$ cat config.mk
export PLATFORM = sky130hd
export DESIGN_NAME = bipolar_bar_graph_columns
export DESIGN_NICKNAME = d
export VERILOG_FILES = /design/src/rtl/core/bbg_pkg.sv /design/src/rtl/core/bipolar_bar_graph_columns.sv /design/src/rtl/core/bbg_div.sv /design/src/rtl/core/bbg_front.sv /design/src/rtl/core/bbg_queue.sv /design/src/rtl/core/bbg_back.sv
export SDC_FILE = /design/constraint.sdc
export NUM_CORES = 1
export LEC_CHECK = 0
export ABC_AREA = 1
export ABC_CLOCK_PERIOD_IN_PS = 9200
export BUFFER_PORTS_ARGS = -buffer_cell sky130_fd_sc_hd__buf_4
export CAP_MARGIN = 20
export CORE_UTILIZATION = 34
export DETAILED_ROUTE_END_ITERATION = 10
export GPL_ROUTABILITY_DRIVEN = 0
export GPL_TIMING_DRIVEN = 0
export PLACE_DENSITY_LB_ADDON = 0.15
export SLEW_MARGIN = 20
export SYNTH_ARGS = -nofsm -noshare
export SYNTH_HDL_FRONTEND = slang
export SYNTH_SLANG_ARGS = --single-unit
export TNS_END_PERCENT = 30
$ cat constraint.sdc
create_clock -name clk -period 9.2 [get_ports clk]
set_input_delay 1.84 -clock clk [delete_from_list [all_inputs] [get_ports clk]]
set_output_delay 1.84 -clock clk [all_outputs]
set_load 0.01 [all_outputs]
$ cat src/rtl/core/bbg_pkg.sv
// ============================================================================
// bbg_pkg
// Shared types and constants of the bipolar bar graph column generator.
// ============================================================================
package bbg_pkg;

    // Display row
    localparam int FIRST_COLUMN = 3;
    localparam int LAST_COLUMN  = 16;
    localparam int COL_W        = 5;

    // Field widths
    localparam int ENERGY_W = 11;
    localparam int MAXE_W   = 10;
    localparam int MINE_W   = 11;
    localparam int IND_W    = 4;
    localparam int GLYPH_W  = 4;
    localparam int LIGHT_W  = 2;

    // Indicator shows a centered glyph while |energy| <= IND_SWING
    localparam int IND_SWING  = 2;
    // Nonzero tip remainder codes up to this value give a half cell
    localparam int HALF_LIMIT = 3;

    // Column span arithmetic (signed, holds LAST_COLUMN - indicator)
    localparam int SPAN_W = $clog2(LAST_COLUMN + 1) + 2;

    // Shared divider: 11-bit magnitudes (up to 1024), 4 quotient bits per cycle
    localparam int DIV_W     = 11;
    localparam int DIV_STEP  = 4;
    localparam int DIV_ITER  = (DIV_W + DIV_STEP - 1) / DIV_STEP;
    localparam int DIV_PAD   = DIV_ITER * DIV_STEP;
    localparam int DIV_CNT_W = $clog2(DIV_ITER + 1);

    // scale / 5 as (scale * 1639) >> 13, exact for scale < 2731
    localparam int DIV5_MUL   = 1639;
    localparam int DIV5_MUL_W = 11;
    localparam int DIV5_SHIFT = 13;
    localparam int STEP5_W    = 8;
    localparam int PROD_W     = DIV_W + DIV5_MUL_W;

    // Signed tip column: quotient magnitude plus indicator column
    localparam int TIP_W = DIV_W + 1;

    // Queue between front and back, power of two
    localparam int QDEPTH = 2;

    // Configuration port
    localparam int PADDR_W   = 4;
    localparam int REG_IDX_W = 2;
    localparam int PDATA_W   = 32;
    localparam logic [REG_IDX_W-1:0] REG_MAX_ENERGY = 2'd0;
    localparam logic [REG_IDX_W-1:0] REG_MIN_ENERGY = 2'd1;
    localparam logic [REG_IDX_W-1:0] REG_INDICATOR  = 2'd2;

    localparam logic [MAXE_W-1:0]        MAX_ENERGY_RST = 10'd100;
    localparam logic signed [MINE_W-1:0] MIN_ENERGY_RST = -11'sd50;
    localparam logic [IND_W-1:0]         INDICATOR_RST  = 4'd8;

    typedef enum logic [GLYPH_W-1:0] {
        G_BLANK    = 4'd0,
        G_POS_HALF = 4'd1,
        G_FULL     = 4'd2,
        G_NEG_HALF = 4'd3,
        G_IND_NEG  = 4'd4,
        G_IND      = 4'd5,
        G_IND_POS  = 4'd6,
        G_SPACE    = 4'd8
    } glyph_t;

    typedef enum logic [LIGHT_W-1:0] {
        L_NONE   = 2'd0,
        L_GREEN  = 2'd1,
        L_YELLOW = 2'd2,
        L_RED    = 2'd3
    } light_t;

    typedef enum logic [2:0] {
        F_IDLE,
        F_SCALE,
        F_QUOT,
        F_PART,
        F_PUSH
    } front_state_t;

    typedef struct packed {
        logic [MAXE_W-1:0]        max_energy;
        logic signed [MINE_W-1:0] min_energy;
        logic [IND_W-1:0]         indicator_column;
    } bbg_cfg_t;

    typedef struct packed {
        logic             start;
        logic [DIV_W-1:0] num;
        logic [DIV_W-1:0] den;
    } div_req_t;

    typedef struct packed {
        logic             done;
        logic [DIV_W-1:0] quo;
        logic [DIV_W-1:0] rem;
    } div_rsp_t;

    // One classified reading, ready for column expansion
    typedef struct packed {
        logic signed [TIP_W-1:0] tip;
        logic [IND_W-1:0]        ind;
        glyph_t                  tip_glyph;
        glyph_t                  ind_glyph;
        light_t                  light;
    } bar_rec_t;

endpackage

$ cat src/rtl/core/bipolar_bar_graph_columns.sv
// ============================================================================
// bipolar_bar_graph_columns
// Signed power reading to per-column glyph codes of a bipolar LCD bar graph.
// ============================================================================
// Usage
//   Input queue: drive energy and raise push; the reading is taken on a clock
//   edge with push high and full low. Output queue: while empty is low the
//   oldest column transaction (column, glyph, backlight, last) is on the
//   ports; pop on an edge with empty low takes it. Each reading yields one
//   transaction per column, first column to last, last=1 on the final one.
//   Configuration: APB write of max_energy (0x0), min_energy (0x4) and
//   indicator_column (0x8); write only while the block is idle.
// Timing
//   The front takes a reading, then runs three divisions on the shared
//   divider (4 quotient bits per cycle) and pushes the classified record.
//   The back emits one column per cycle while pop is high or the output
//   register is empty, 14 columns per reading. A two-entry queue between
//   front and back lets the front take the next reading while the back
//   still emits the previous row.
// Reset and stalls
//   Reset empties both queues and loads the register defaults (100, -50, 8).
//   Holding pop low freezes the output register; the back, then the queue,
//   then the front fill up and full rises. No transaction is lost.
// ============================================================================
module bipolar_bar_graph_columns
    import bbg_pkg::*;
(
    input  logic                       clk,
    input  logic                       rst_n,
    // reading input
    input  logic                       push,
    output logic                       full,
    input  logic signed [ENERGY_W-1:0] energy,
    // column output
    input  logic                       pop,
    output logic                       empty,
    output logic [COL_W-1:0]           column,
    output logic [GLYPH_W-1:0]         glyph,
    output logic [LIGHT_W-1:0]         backlight,
    output logic                       last,
    // configuration
    input  logic                       psel,
    input  logic                       penable,
    input  logic                       pwrite,
    input  logic [PADDR_W-1:0]         paddr,
    input  logic [PDATA_W-1:0]         pwdata,
    output logic [PDATA_W-1:0]         prdata,
    output logic                       pready
);

    bbg_cfg_t         cfg_reg, cfg_next;
    logic             cfg_wr;
    logic [REG_IDX_W-1:0] reg_idx;

    div_req_t div_req;
    div_rsp_t div_rsp;
    bar_rec_t push_rec, pop_rec;
    logic     q_push, q_full, q_pop, q_empty;

    // ---------------- configuration registers
    assign pready  = 1'b1;
    assign reg_idx = paddr[PADDR_W-1:2];
    assign cfg_wr  = psel && penable && pwrite;

    always_comb
    begin
        cfg_next = cfg_reg;
        if (cfg_wr)
        begin
            case (reg_idx)
                REG_MAX_ENERGY: cfg_next.max_energy       = pwdata[MAXE_W-1:0];
                REG_MIN_ENERGY: cfg_next.min_energy       = $signed(pwdata[MINE_W-1:0]);
                REG_INDICATOR:  cfg_next.indicator_column = pwdata[IND_W-1:0];
                default:        cfg_next = cfg_reg;   // unmapped: ignored
            endcase
        end
    end

    always_comb
    begin
        case (reg_idx)
            REG_MAX_ENERGY: prdata = {{(PDATA_W - MAXE_W){1'b0}}, cfg_reg.max_energy};
            REG_MIN_ENERGY: prdata = {{(PDATA_W - MINE_W){cfg_reg.min_energy[MINE_W-1]}},
                                      cfg_reg.min_energy};
            REG_INDICATOR:  prdata = {{(PDATA_W - IND_W){1'b0}}, cfg_reg.indicator_column};
            default:        prdata = '0;
        endcase
    end

    always_ff @(posedge clk or negedge rst_n)
    begin
        if (!rst_n)
        begin
            cfg_reg.max_energy       <= MAX_ENERGY_RST;
            cfg_reg.min_energy       <= MIN_ENERGY_RST;
            cfg_reg.indicator_column <= INDICATOR_RST;
        end
        else
            cfg_reg <= cfg_next;
    end

    // ---------------- front: accept and classify
    bbg_front u_front (
        .clk     (clk),
        .rst_n   (rst_n),
        .cfg     (cfg_reg),
        .push    (push),
        .energy  (energy),
        .full    (full),
        .div_req (div_req),
        .div_rsp (div_rsp),
        .q_push  (q_push),
        .q_rec   (push_rec),
        .q_full  (q_full)
    );

    // shared iterative divider used by the front
    bbg_div u_div (
        .clk   (clk),
        .rst_n (rst_n),
        .req   (div_req),
        .rsp   (div_rsp)
    );

    // ---------------- decoupling queue
    bbg_queue u_queue (
        .clk      (clk),
        .rst_n    (rst_n),
        .push     (q_push),
        .push_rec (push_rec),
        .full     (q_full),
        .pop      (q_pop),
        .pop_rec  (pop_rec),
        .empty    (q_empty)
    );

    // ---------------- back: column expansion and output register
    bbg_back u_back (
        .clk       (clk),
        .rst_n     (rst_n),
        .q_rec     (pop_rec),
        .q_empty   (q_empty),
        .q_pop     (q_pop),
        .empty     (empty),
        .pop       (pop),
        .column    (column),
        .glyph     (glyph),
        .backlight (backlight),
        .last      (last)
    );

endmodule

$ cat src/rtl/core/bbg_div.sv
// ============================================================================
// bbg_div
// Iterative unsigned restoring divider, DIV_STEP quotient bits per cycle.
// ============================================================================
module bbg_div
    import bbg_pkg::*;
(
    input  logic     clk,
    input  logic     rst_n,
    input  div_req_t req,
    output div_rsp_t rsp
);

    logic                 busy_reg, busy_next;
    logic [DIV_CNT_W-1:0] cnt_reg, cnt_next;
    logic [DIV_PAD-1:0]   quo_reg, quo_next;
    logic [DIV_PAD-1:0]   rem_reg, rem_next;
    logic [DIV_W-1:0]     den_reg, den_next;
    logic [DIV_PAD-1:0]   quo_step, rem_step, den_ext;

    // DIV_STEP shift/subtract steps on the current partial remainder
    always_comb
    begin
        quo_step = quo_reg;
        rem_step = rem_reg;
        den_ext  = {{(DIV_PAD - DIV_W){1'b0}}, den_reg};
        for (int i = 0; i < DIV_STEP; i++)
        begin
            rem_step = {rem_step[DIV_PAD-2:0], quo_step[DIV_PAD-1]};
            quo_step = {quo_step[DIV_PAD-2:0], 1'b0};
            if (rem_step >= den_ext)
            begin
                rem_step    = rem_step - den_ext;
                quo_step[0] = 1'b1;
            end
        end
    end

    always_comb
    begin
        busy_next = busy_reg;
        cnt_next  = cnt_reg;
        quo_next  = quo_reg;
        rem_next  = rem_reg;
        den_next  = den_reg;
        if (req.start)
        begin
            busy_next = 1'b1;
            cnt_next  = DIV_CNT_W'(DIV_ITER);
            quo_next  = {{(DIV_PAD - DIV_W){1'b0}}, req.num};
            rem_next  = '0;
            den_next  = req.den;
        end
        else if (busy_reg)
        begin
            quo_next = quo_step;
            rem_next = rem_step;
            cnt_next = cnt_reg - 1'b1;
            if (cnt_reg == DIV_CNT_W'(1))
                busy_next = 1'b0;
        end
    end

    always_ff @(posedge clk or negedge rst_n)
    begin
        if (!rst_n)
        begin
            busy_reg <= 1'b0;
            cnt_reg  <= '0;
        end
        else
        begin
            busy_reg <= busy_next;
            cnt_reg  <= cnt_next;
        end
    end

    always_ff @(posedge clk)
    begin
        quo_reg <= quo_next;
        rem_reg <= rem_next;
        den_reg <= den_next;
    end

    // Result is the output of the final iteration
    assign rsp.done = busy_reg && (cnt_reg == DIV_CNT_W'(1));
    assign rsp.quo  = quo_step[DIV_W-1:0];
    assign rsp.rem  = rem_step[DIV_W-1:0];

endmodule

$ cat src/rtl/core/bbg_front.sv
// ============================================================================
// bbg_front
// Accepts a reading and classifies it: scale, tip column, tip glyph, indicator glyph, backlight.
// ============================================================================
module bbg_front
    import bbg_pkg::*;
(
    input  logic                       clk,
    input  logic                       rst_n,
    input  bbg_cfg_t                   cfg,
    input  logic                       push,
    input  logic signed [ENERGY_W-1:0] energy,
    output logic                       full,
    output div_req_t                   div_req,
    input  div_rsp_t                   div_rsp,
    output logic                       q_push,
    output bar_rec_t                   q_rec,
    input  logic                       q_full
);

    front_state_t state_reg, state_next;

    logic                    neg_reg, neg_next;
    logic [DIV_W-1:0]        mag_reg, mag_next;
    logic [IND_W-1:0]        ind_reg, ind_next;
    light_t                  light_reg, light_next;
    glyph_t                  ind_glyph_reg, ind_glyph_next;
    logic [DIV_W-1:0]        scale_reg, scale_next;
    logic [STEP5_W-1:0]      step5_reg, step5_next;
    logic signed [TIP_W-1:0] tip_reg, tip_next;
    glyph_t                  tip_glyph_reg, tip_glyph_next;

    logic signed [ENERGY_W:0] e_w, max_w, half_w, min_w;
    logic signed [SPAN_W-1:0] ind_s, pos_span, neg_span, span_c;
    logic [DIV_W-1:0]         mag_in, mag_min, num1, den1, scale_c;
    logic [PROD_W-1:0]        prod;
    logic [STEP5_W-1:0]       step5_raw;
    logic signed [TIP_W-1:0]  quo_s;

    function automatic logic [DIV_W-1:0] mag11(input logic signed [ENERGY_W-1:0] v);
        logic signed [ENERGY_W:0] w;
        w = {v[ENERGY_W-1], v};
        if (w < 0)
            w = -w;
        return w[DIV_W-1:0];
    endfunction

    // ---------------- classification of the incoming reading
    always_comb
    begin
        e_w    = {energy[ENERGY_W-1], energy};
        max_w  = {{(ENERGY_W + 1 - MAXE_W){1'b0}}, cfg.max_energy};
        half_w = {{(ENERGY_W + 2 - MAXE_W){1'b0}}, cfg.max_energy[MAXE_W-1:1]};
        min_w  = {cfg.min_energy[MINE_W-1], cfg.min_energy};
        mag_in  = mag11(energy);
        mag_min = mag11(cfg.min_energy);

        ind_s    = SPAN_W'(cfg.indicator_column);
        pos_span = SPAN_W'(LAST_COLUMN) - ind_s;
        neg_span = ind_s - SPAN_W'(FIRST_COLUMN - 1);
        span_c   = energy[ENERGY_W-1] ? neg_span : pos_span;
        if (span_c < SPAN_W'(1))
            span_c = SPAN_W'(1);
        // a non-negative left full scale gives a scale of zero, clamped to 1
        num1 = !energy[ENERGY_W-1] ? DIV_W'(cfg.max_energy) :
               (cfg.min_energy[MINE_W-1] ? mag_min : '0);
        den1 = DIV_W'($unsigned(span_c));

        // scale below 1 clamps to 1
        scale_c = (div_rsp.quo == '0) ? DIV_W'(1) : div_rsp.quo;

        prod      = PROD_W'(scale_reg) * PROD_W'(DIV5_MUL);
        step5_raw = prod[DIV5_SHIFT +: STEP5_W];

        quo_s = neg_reg ? -$signed({1'b0, div_rsp.quo}) : $signed({1'b0, div_rsp.quo});
    end

    // ---------------- next state
    always_comb
    begin
        state_next = state_reg;
        case (state_reg)
            F_IDLE:  if (push) state_next = F_SCALE;
            F_SCALE: if (div_rsp.done) state_next = F_QUOT;
            F_QUOT:  if (div_rsp.done) state_next = F_PART;
            F_PART:  if (div_rsp.done) state_next = F_PUSH;
            F_PUSH:  if (!q_full) state_next = F_IDLE;
            default: state_next = F_IDLE;
        endcase
    end

    // ---------------- outputs
    always_comb
    begin
        full    = 1'b1;
        q_push  = 1'b0;
        div_req = '0;
        case (state_reg)
            F_IDLE:
            begin
                full          = 1'b0;
                div_req.start = push;
                div_req.num   = num1;
                div_req.den   = den1;
            end
            F_SCALE:
            begin
                div_req.start = div_rsp.done;
                div_req.num   = mag_reg;
                div_req.den   = scale_c;
            end
            F_QUOT:
            begin
                div_req.start = div_rsp.done;
                div_req.num   = div_rsp.rem;
                div_req.den   = DIV_W'(step5_reg);
            end
            F_PUSH:  q_push = !q_full;
            default: q_push = 1'b0;
        endcase
    end

    // ---------------- datapath
    always_comb
    begin
        neg_next       = neg_reg;
        mag_next       = mag_reg;
        ind_next       = ind_reg;
        light_next     = light_reg;
        ind_glyph_next = ind_glyph_reg;
        scale_next     = scale_reg;
        tip_next       = tip_reg;
        tip_glyph_next = tip_glyph_reg;
        step5_next     = (step5_raw == '0) ? STEP5_W'(1) : step5_raw;

        if (state_reg == F_IDLE && push)
        begin
            neg_next = energy[ENERGY_W-1];
            mag_next = mag_in;
            ind_next = cfg.indicator_column;

            if (e_w <= 0 && e_w >= min_w)
                light_next = L_GREEN;
            else if (e_w > 0 && e_w <= half_w)
                light_next = L_YELLOW;
            else if (e_w > half_w && e_w <= max_w)
                light_next = L_RED;
            else
                light_next = L_NONE;

            if (e_w < -(ENERGY_W + 1)'(IND_SWING))
                ind_glyph_next = G_IND_NEG;
            else if (e_w > (ENERGY_W + 1)'(IND_SWING))
                ind_glyph_next = G_IND_POS;
            else
                ind_glyph_next = G_IND;
        end

        if (state_reg == F_SCALE && div_rsp.done)
            scale_next = scale_c;

        if (state_reg == F_QUOT && div_rsp.done)
            tip_next = quo_s + $signed(TIP_W'(ind_reg));

        if (state_reg == F_PART && div_rsp.done)
        begin
            if (div_rsp.quo == '0)
                tip_glyph_next = G_BLANK;
            else if (div_rsp.quo <= DIV_W'(HALF_LIMIT))
                tip_glyph_next = neg_reg ? G_NEG_HALF : G_POS_HALF;
            else
                tip_glyph_next = G_FULL;
        end
    end

    always_ff @(posedge clk or negedge rst_n)
    begin
        if (!rst_n)
            state_reg <= F_IDLE;
        else
            state_reg <= state_next;
    end

    always_ff @(posedge clk)
    begin
        neg_reg       <= neg_next;
        mag_reg       <= mag_next;
        ind_reg       <= ind_next;
        light_reg     <= light_next;
        ind_glyph_reg <= ind_glyph_next;
        scale_reg     <= scale_next;
        step5_reg     <= step5_next;
        tip_reg       <= tip_next;
        tip_glyph_reg <= tip_glyph_next;
    end

    assign q_rec.tip       = tip_reg;
    assign q_rec.ind       = ind_reg;
    assign q_rec.tip_glyph = tip_glyph_reg;
    assign q_rec.ind_glyph = ind_glyph_reg;
    assign q_rec.light     = light_reg;

endmodule

$ cat src/rtl/core/bbg_queue.sv
// ============================================================================
// bbg_queue
// Short register queue of classified readings between front and back.
// ============================================================================
module bbg_queue
    import bbg_pkg::*;
(
    input  logic     clk,
    input  logic     rst_n,
    input  logic     push,
    input  bar_rec_t push_rec,
    output logic     full,
    input  logic     pop,
    output bar_rec_t pop_rec,
    output logic     empty
);

    localparam int PTR_W = (QDEPTH > 1) ? $clog2(QDEPTH) : 1;
    localparam int CNT_W = $clog2(QDEPTH + 1);

    bar_rec_t         entry_reg [QDEPTH];
    logic [PTR_W-1:0] wr_ptr_reg, wr_ptr_next;
    logic [PTR_W-1:0] rd_ptr_reg, rd_ptr_next;
    logic [CNT_W-1:0] cnt_reg, cnt_next;
    logic             do_push, do_pop;

    assign full    = (cnt_reg == CNT_W'(QDEPTH));
    assign empty   = (cnt_reg == '0);
    assign do_push = push && !full;
    assign do_pop  = pop && !empty;
    assign pop_rec = entry_reg[rd_ptr_reg];

    always_comb
    begin
        wr_ptr_next = do_push ? wr_ptr_reg + 1'b1 : wr_ptr_reg;
        rd_ptr_next = do_pop ? rd_ptr_reg + 1'b1 : rd_ptr_reg;
        cnt_next    = cnt_reg;
        if (do_push && !do_pop)
            cnt_next = cnt_reg + 1'b1;
        else if (do_pop && !do_push)
            cnt_next = cnt_reg - 1'b1;
    end

    always_ff @(posedge clk or negedge rst_n)
    begin
        if (!rst_n)
        begin
            wr_ptr_reg <= '0;
            rd_ptr_reg <= '0;
            cnt_reg    <= '0;
        end
        else
        begin
            wr_ptr_reg <= wr_ptr_next;
            rd_ptr_reg <= rd_ptr_next;
            cnt_reg    <= cnt_next;
        end
    end

    always_ff @(posedge clk)
    begin
        if (do_push)
            entry_reg[wr_ptr_reg] <= push_rec;
    end

endmodule

$ cat src/rtl/core/bbg_back.sv
// ============================================================================
// bbg_back
// Expands one classified reading into a glyph per display column.
// ============================================================================
module bbg_back
    import bbg_pkg::*;
(
    input  logic               clk,
    input  logic               rst_n,
    input  bar_rec_t           q_rec,
    input  logic               q_empty,
    output logic               q_pop,
    output logic               empty,
    input  logic               pop,
    output logic [COL_W-1:0]   column,
    output logic [GLYPH_W-1:0] glyph,
    output logic [LIGHT_W-1:0] backlight,
    output logic               last
);

    logic               active_reg, active_next;
    bar_rec_t           cur_reg, cur_next;
    logic [COL_W-1:0]   col_reg, col_next;
    logic               out_valid_reg, out_valid_next;
    logic [COL_W-1:0]   column_reg, column_next;
    glyph_t             glyph_reg, glyph_next;
    light_t             light_reg, light_next;
    logic               last_reg, last_next;

    logic                    advance, emit, fin, load;
    logic signed [TIP_W-1:0] col_s, ind_s, tip_s;
    glyph_t                  col_glyph;

    assign advance = !out_valid_reg || pop;
    assign emit    = active_reg && advance;
    assign fin     = emit && (col_reg == COL_W'(LAST_COLUMN));
    assign load    = !q_empty && (!active_reg || fin);
    assign q_pop   = load;

    // glyph of the current column
    always_comb
    begin
        col_s = $signed(TIP_W'(col_reg));
        ind_s = $signed(TIP_W'(cur_reg.ind));
        tip_s = cur_reg.tip;
        if (col_reg == COL_W'(cur_reg.ind))
            col_glyph = cur_reg.ind_glyph;
        else if ((col_s > ind_s && col_s <= tip_s) || (col_s < ind_s && col_s >= tip_s))
            col_glyph = (col_s == tip_s) ? cur_reg.tip_glyph : G_FULL;
        else
            col_glyph = G_SPACE;
    end

    always_comb
    begin
        active_next    = active_reg;
        cur_next       = cur_reg;
        col_next       = col_reg;
        out_valid_next = out_valid_reg;
        column_next    = column_reg;
        glyph_next     = glyph_reg;
        light_next     = light_reg;
        last_next      = last_reg;

        if (emit)
        begin
            out_valid_next = 1'b1;
            column_next    = col_reg;
            glyph_next     = col_glyph;
            light_next     = cur_reg.light;
            last_next      = (col_reg == COL_W'(LAST_COLUMN));
        end
        else if (pop)
            out_valid_next = 1'b0;

        if (load)
        begin
            active_next = 1'b1;
            cur_next    = q_rec;
            col_next    = COL_W'(FIRST_COLUMN);
        end
        else if (fin)
            active_next = 1'b0;
        else if (emit)
            col_next = col_reg + 1'b1;
    end

    always_ff @(posedge clk or negedge rst_n)
    begin
        if (!rst_n)
        begin
            active_reg    <= 1'b0;
            out_valid_reg <= 1'b0;
        end
        else
        begin
            active_reg    <= active_next;
            out_valid_reg <= out_valid_next;
        end
    end

    always_ff @(posedge clk)
    begin
        cur_reg    <= cur_next;
        col_reg    <= col_next;
        column_reg <= column_next;
        glyph_reg  <= glyph_next;
        light_reg  <= light_next;
        last_reg   <= last_next;
    end

    assign empty     = !out_valid_reg;
    assign column    = column_reg;
    assign glyph     = glyph_reg;
    assign backlight = light_reg;
    assign last      = last_reg;

    a_col_range: assert property (@(posedge clk) disable iff (!rst_n)
        active_reg |-> (col_reg >= COL_W'(FIRST_COLUMN) && col_reg <= COL_W'(LAST_COLUMN)))
        else $error("column counter out of row");

    a_col_step: assert property (@(posedge clk) disable iff (!rst_n)
        (emit && !fin) |=> (active_reg && col_reg == $past(col_reg) + 1'b1))
        else $error("column skipped or repeated");

    a_load_start: assert property (@(posedge clk) disable iff (!rst_n)
        load |=> (active_reg && col_reg == COL_W'(FIRST_COLUMN)))
        else $error("new row did not start at first column");

    a_row_end: assert property (@(posedge clk) disable iff (!rst_n)
        (fin && q_empty) |=> !active_reg)
        else $error("row continued past last column");

endmodule
Word level (Yosys, flattened, before mapping)
Memories as Yosys holds them, arrays and structs flattened. A register that Yosys moved wholly into a read port is not among the register bits.
Cells that the tools add are included.
Storage, ports and cells
  register bits: 145
  memory bits (writable): 52
  input port bits: 54
  output and inout bits: 47
  word-level logic and storage cells: 178
  memories: 1
Memories
  u_queue.entry_reg: depth 2, bits a word 26, rd ports 1, clocked after Yosys merged registers in 1, wr ports 1, line bbg_queue.sv:21  | bar_rec_t entry_reg [QDEPTH];
Operators by class
  add/sub/neg operators: 16
  multipliers: 1
  $lt $le $gt $ge: 20
  eq/ne operators: 16
  mux-type cells: 49
  bitwise logic cells: 2
  reductions and logical operators: 43
Operators with widths (count)
  $mux 11: 11
  $pmux 32 s3: 1
  $pmux 23 s3: 1
  $ge 12x11->1: 4
  $sub 11x11->11: 4
  $lt 11x1->1 const B: 2
  $neg 11->11: 2
  $mul 11x11->21 const B: 1
  $logic_and 1x1->1: 19
  $mux 2: 9
  $mux 1: 15
  $mux 3: 5
  $pmux 3 s5: 1
  $mux 7: 2
  $add 12x5->12: 1
  $eq 6x12->1: 1
  $ge 6x12->1: 1
  $le 6x12->1: 1
  $mux 12: 1
  $mux 4: 3
  $neg 11->12: 1
  $ge 11x11->1: 1
  $gt 11x1->1 const B: 1
  $gt 11x10->1: 1
  other kinds (35): 58

Logic depth before layout (Yosys ltp)
  word-level depth: 12
  mapped depth: 65
  gate-level depth less buffers: 62

Modules after synthesis
A second synthesis with hierarchy kept.
Unflattened totals
  cell total of the unflattened synthesis: 2070
  area, all modules: 16706.0 um^2
Modules (own cells, without submodules)
  bbg_front: instances 1, cells each 911, area an instance 6967.9 um^2, seq. area each 1586.5 um^2
  bbg_div: instances 1, cells each 642, area an instance 4304.1 um^2, seq. area each 975.9 um^2
  bbg_queue: instances 1, cells each 167, area an instance 2138.3 um^2, seq. area each 1661.6 um^2
  bbg_back: instances 1, cells each 169, area an instance 1928.1 um^2, seq. area each 1291.2 um^2
  bipolar_bar_graph_columns: instances 1, cells each 181, area an instance 1367.6 um^2, seq. area each 640.6 um^2

Least setup slack after synthesis
No wires, ideal clock.
  path kind: reg2reg
  start point: register u_div.den_reg[0]
  end point: register u_front.tip_reg[11] (data pin)
  library setup time: 0.249 ns
  arrival time: 8.283 ns
  data required time: 8.951 ns
  path slack: 0.667 ns
  stages on the path, launching flop included: 60
  path buffers: 5
  period minus slack after synthesis: 8.533 ns
  cell sequence: edfxtp_1 ha_1 fa_1 inv_1 nand3_1 nand3_1 nand3_1 nand3_2 buf_6 buf_2 nand2_1 o21ai_0 inv_1 ha_1 nand2_1 a21oi_1 nor2_1 nand3_2 [... 24 more ...] a211o_1 nor2_2 nand2_2 buf_6 ha_1 nand2_1 o21ai_0 ha_1 a31oi_1 nor2_1 nor2_1 a21oi_1 nand2_1 nand3b_4 nor2_4 nand3_1 nand2_1 inv_1
Between the ends
  cells in the longest elaborated chain, start to end: 11
  elaborated cells between the ends (all ways): 17
  classes of those cells: add/sub (5); order compare (4); mux (8)
Ends and longest elaborated chain
  start: declaration: line bbg_div.sv:18  | logic [DIV_W-1:0] den_reg, den_next;
  start signal: assignment: line bbg_div.sv:82  | den_reg <= den_next;
  $sub 11x11->11 or $ge 12x11->1 (tied branches): line bbg_div.sv:33, bbg_div.sv:31
  $mux 11: line bbg_div.sv:31  | if (rem_step >= den_ext)
  $sub 11x11->11 or $ge 12x11->1 (tied branches): line bbg_div.sv:33, bbg_div.sv:31
  $mux 11: line bbg_div.sv:31
  $sub 11x11->11 or $ge 12x11->1 (tied branches): line bbg_div.sv:33, bbg_div.sv:31
  $mux 11: line bbg_div.sv:31
  $ge 12x11->1: line bbg_div.sv:31
  $mux 1: line bbg_div.sv:31
  $neg 11->12: line bbg_front.sv:75  | quo_s = neg_reg ? -$signed({1'b0, div_rsp.quo}) : $signed({1'b0, div_rsp.quo});
  $mux 12 (*): line bbg_front.sv:75
  $add 12x5->12 (*): line bbg_front.sv:163  | tip_next = quo_s + $signed(TIP_W'(ind_reg));
  end signal: assignment: line bbg_front.sv:193  | tip_reg <= tip_next;
  end: declaration: line bbg_front.sv:30  | logic signed [TIP_W-1:0] tip_reg, tip_next;
Every way passes the cells marked *; elsewhere a longest branch is shown, timed or not.
A chain may end at the register's enable or synchronous reset.

Worst setup path after layout
Ends and elaborated chain as after synthesis.

==> metrics.csv <==
stage,metric,value,unit
cts,clk_transition_reported_paths,0.06,ns
sta,relSlewSlack,44.30,%
cts,holdBufCountCts,0,
worst_setup_path,cp_slowest_cell,edfxtp_1,
die,die_w,212.5,um
cts,clock-sinks,207,
die,initial_core_util,34.74,%
sta,final.period_utilization,94.35,%
placement,hpwl,32160,um
sta,maxSlewViolCount,0,
run,cap_violations,0,
synth,netlist_area,15060,um2
finish,fin_nets,2104,
die,die_area,45150,um2
cts,cts_root_buf,clkbuf_16,
worst_setup_path,cpPeakStageDelay,0.50,ns
synth,netlist_instances,1714,
sta,fin_setup_tns,0,ns
synth,synth_edf_count,145,
synth,syn_nets,1970,
cts,cts_max_path_buffers,3,
cts,numCtsBuffers,22,
die,core_area,43360,um2
worst_setup_path,path_class,reg2reg,
cts,cts-htree-levels,1,
hold_path,hold_path.class,reg2reg,
synth,yosys.area.top_type,edfxtp_1,
die,die_y,212.5,um
grt,grt.total_usage,18.35,%
placement,post_dp_cell_area,16400,um2
detailed_routing,drc,0,
finish,design_area,17710,um2
synth,synth.distinct_cells,72,
finish,diodes,0,
synth,postSynth.asyncResetShare,17.87,%
synth,synth_warnings,0,
detailed_routing,antenna_left,0,
detailed_routing,vias,12000,
detailed_routing,viasPerCell,4.899,
sta,period_minus_slack,8.680,ns
worst_setup_path,path_common_cell,nor2_1,
detailed_routing,drt_iter0_drc,719,
sta,tightest_slew,0.8346,ns
worst_setup_path,arrival,8.96,ns
sta,max_freq,0.1152,GHz
worst_setup_path,critPathMaxFanout,10,
detailed_routing,post_drt_wl_per_cell,16.65,um
grt,overflow,0,
grt,antenna_found_initial,0,
grt,grt_max_degree,38,
cts,tritoncts,built,
synth,synth_top_area_share,28.91,%
outcome,status,completed,
synth,synth_flop_cell,edfxtp_1,
grt,grt_pass1_vias,11700,
placement,io_buffer_count,76,
synth,ys_seq_area_share,38.48,%
synth,ys_ff_latch,207,
finish,areaGrowthSynthToFinish,17.59,%
sta,hold_viol_final,0,
finish,largest_reg_flops,44,
sta,skew,0.009857,ns
worst_setup_path,required,9.48,ns
grt,grt_pass1_wl,63840,um
die,io_pins,101,
sta,setup_viol,0,
die,rows,76,
worst_setup_path,start_kind,flip-flop,
synth,synthTopCellsByArea,"edfxtp_1, ha_1, nand2_1",
cts,clkLatencyLatePin,0.52,ns
finish,drive_above_1_share,15.72,%
worst_setup_path,worstSetupEndpointType,flip-flop,
detailed_routing,drtPass1Iterations,5,
finish,utilization,40.84,%
synth,syn_area_per_cell,8.788,um2
detailed_routing,routed_wl,40780,um
-- cell usage in the layout, fill, tap and decap left out, drive strengths merged, types with 7 or more instances in the layout --
| cell type | Yosys | routed |
|---|---|---|
| a31oi | 9 | 9 |
| nor2 | 121 | 121 |
| xnor2 | 21 | 21 |
| nor4 | 12 | 12 |
| o21ai | 121 | 121 |
| nor3 | 21 | 21 |
| xor2 | 47 | 47 |
| a221oi | 7 | 7 |
| dfrtp | 25 | 25 |
| ha | 163 | 163 |
| nand2 | 347 | 347 |
| o22ai | 9 | 9 |
| dfxtp | 25 | 25 |
| a22oi | 8 | 8 |
| o211ai | 7 | 7 |
| nand3 | 69 | 69 |
| a21oi | 91 | 91 |
| inv | 265 | 262 |
| or2 | 14 | 14 |
| fa | 39 | 39 |
| edfxtp | 145 | 145 |
| nand4 | 21 | 21 |
| clkbuf | 26 | 60 |
| dfstp | 12 | 12 |
| buf | 31 | 141 |
-- synthesized netlist by cell type, drive strengths merged, types with 25 or more instances --
master and count:
nand2 347, inv 265, ha 163, edfxtp 145
nor2 121, o21ai 121, a21oi 91, nand3 69
xor2 47, fa 39, buf 31, clkbuf 26
dfrtp 25, dfxtp 25
-- worst max-delay path: cells and delay by family, from the launching register on --
kind	cells	cell delay (ns)
compound gates	15	2.48
xor+xnor	2	0.25
simple gates	23	2.43
buf+inv	9	0.94
flops	1	0.50
fa+ha+maj	7	1.83
-- cell families (layout without fill, tap and decap cells) --
logic type	count (synthesis)	in the layout	synth area share, %
AND/OR/NAND/NOR	614	614	18.16
multiplexers	1	1	0.06646
XOR/XNOR	68	68	4.004
AO/OA/AOI/OAI	297	297	11.69
other	1	1	0.02490
buffers and inverters	324	474	8.855
flip-flops	207	207	38.48
adder cells (fa/ha/maj)	202	202	18.72
-- area by class of cell --
class	count	area (um2)
Fill cell	4391	25650
Multi-Input combinational cell	1183	8242
Sequential cell	207	5796
Inverter	267	1022
Timing Repair Buffer	110	833.3
Tap cell	585	732.0
Clock buffer	34	635.6
Buffer	57	382.9
Clock inverter	6	67.56
-- worst paths after layout --
path | from | endpoint | slack, ns | cells after the start
setup reg to reg | u_div.den_reg[0] | u_front.tip_reg[11] | 0.52 | 56
setup / recovery | u_div.den_reg[0] | u_front.tip_reg[11] | 0.52 | 56
hold / removal | u_back.cur_reg[0] | u_back.backlight[0] | 0.43 | 0
hold reg to reg | u_back.cur_reg[0] | u_back.backlight[0] | 0.43 | 0
max in group asynchronous | rst_n | u_back.out_valid_reg | 7.48 | 1
min in group asynchronous | rst_n | u_div.cnt_reg[1] | 1.30 | 1
-- per-stage QoR --
stage,hold slack [ns],instances,setup WS (ns)
final,0.4336,2449,0.5197
after global routing,0.4468,2449,-0.08629
after CTS,0.4368,2431,0.003636
after detailed placement,0.4221,2376,-1.417
after global placement,0.4173,2375,-1.312
after floorplan,0.4003,1714,0.6675
-- layer usage --
layer / GRT usage (%) / wire length, um / vias up
li1: - / - / 6016
met1: 24.37 / 18640 / 5701
met2: 31.76 / 19800 / 242
met3: 2.733 / 1789 / 38
met4: 3.200 / 551 / 0
met5: 0 / 0 / -
-- timing repair --
item / in CTS / in global routing
gates resized for setup: 55 / 31
setup buffers: 15 / 17
pin swaps: 15 / 16
endpoints found under the setup margin: 20 / 8
Power is left out: the tool's default activity adds up to more than one toggle a clock period on the data nets, which glitch-free logic cannot reach.
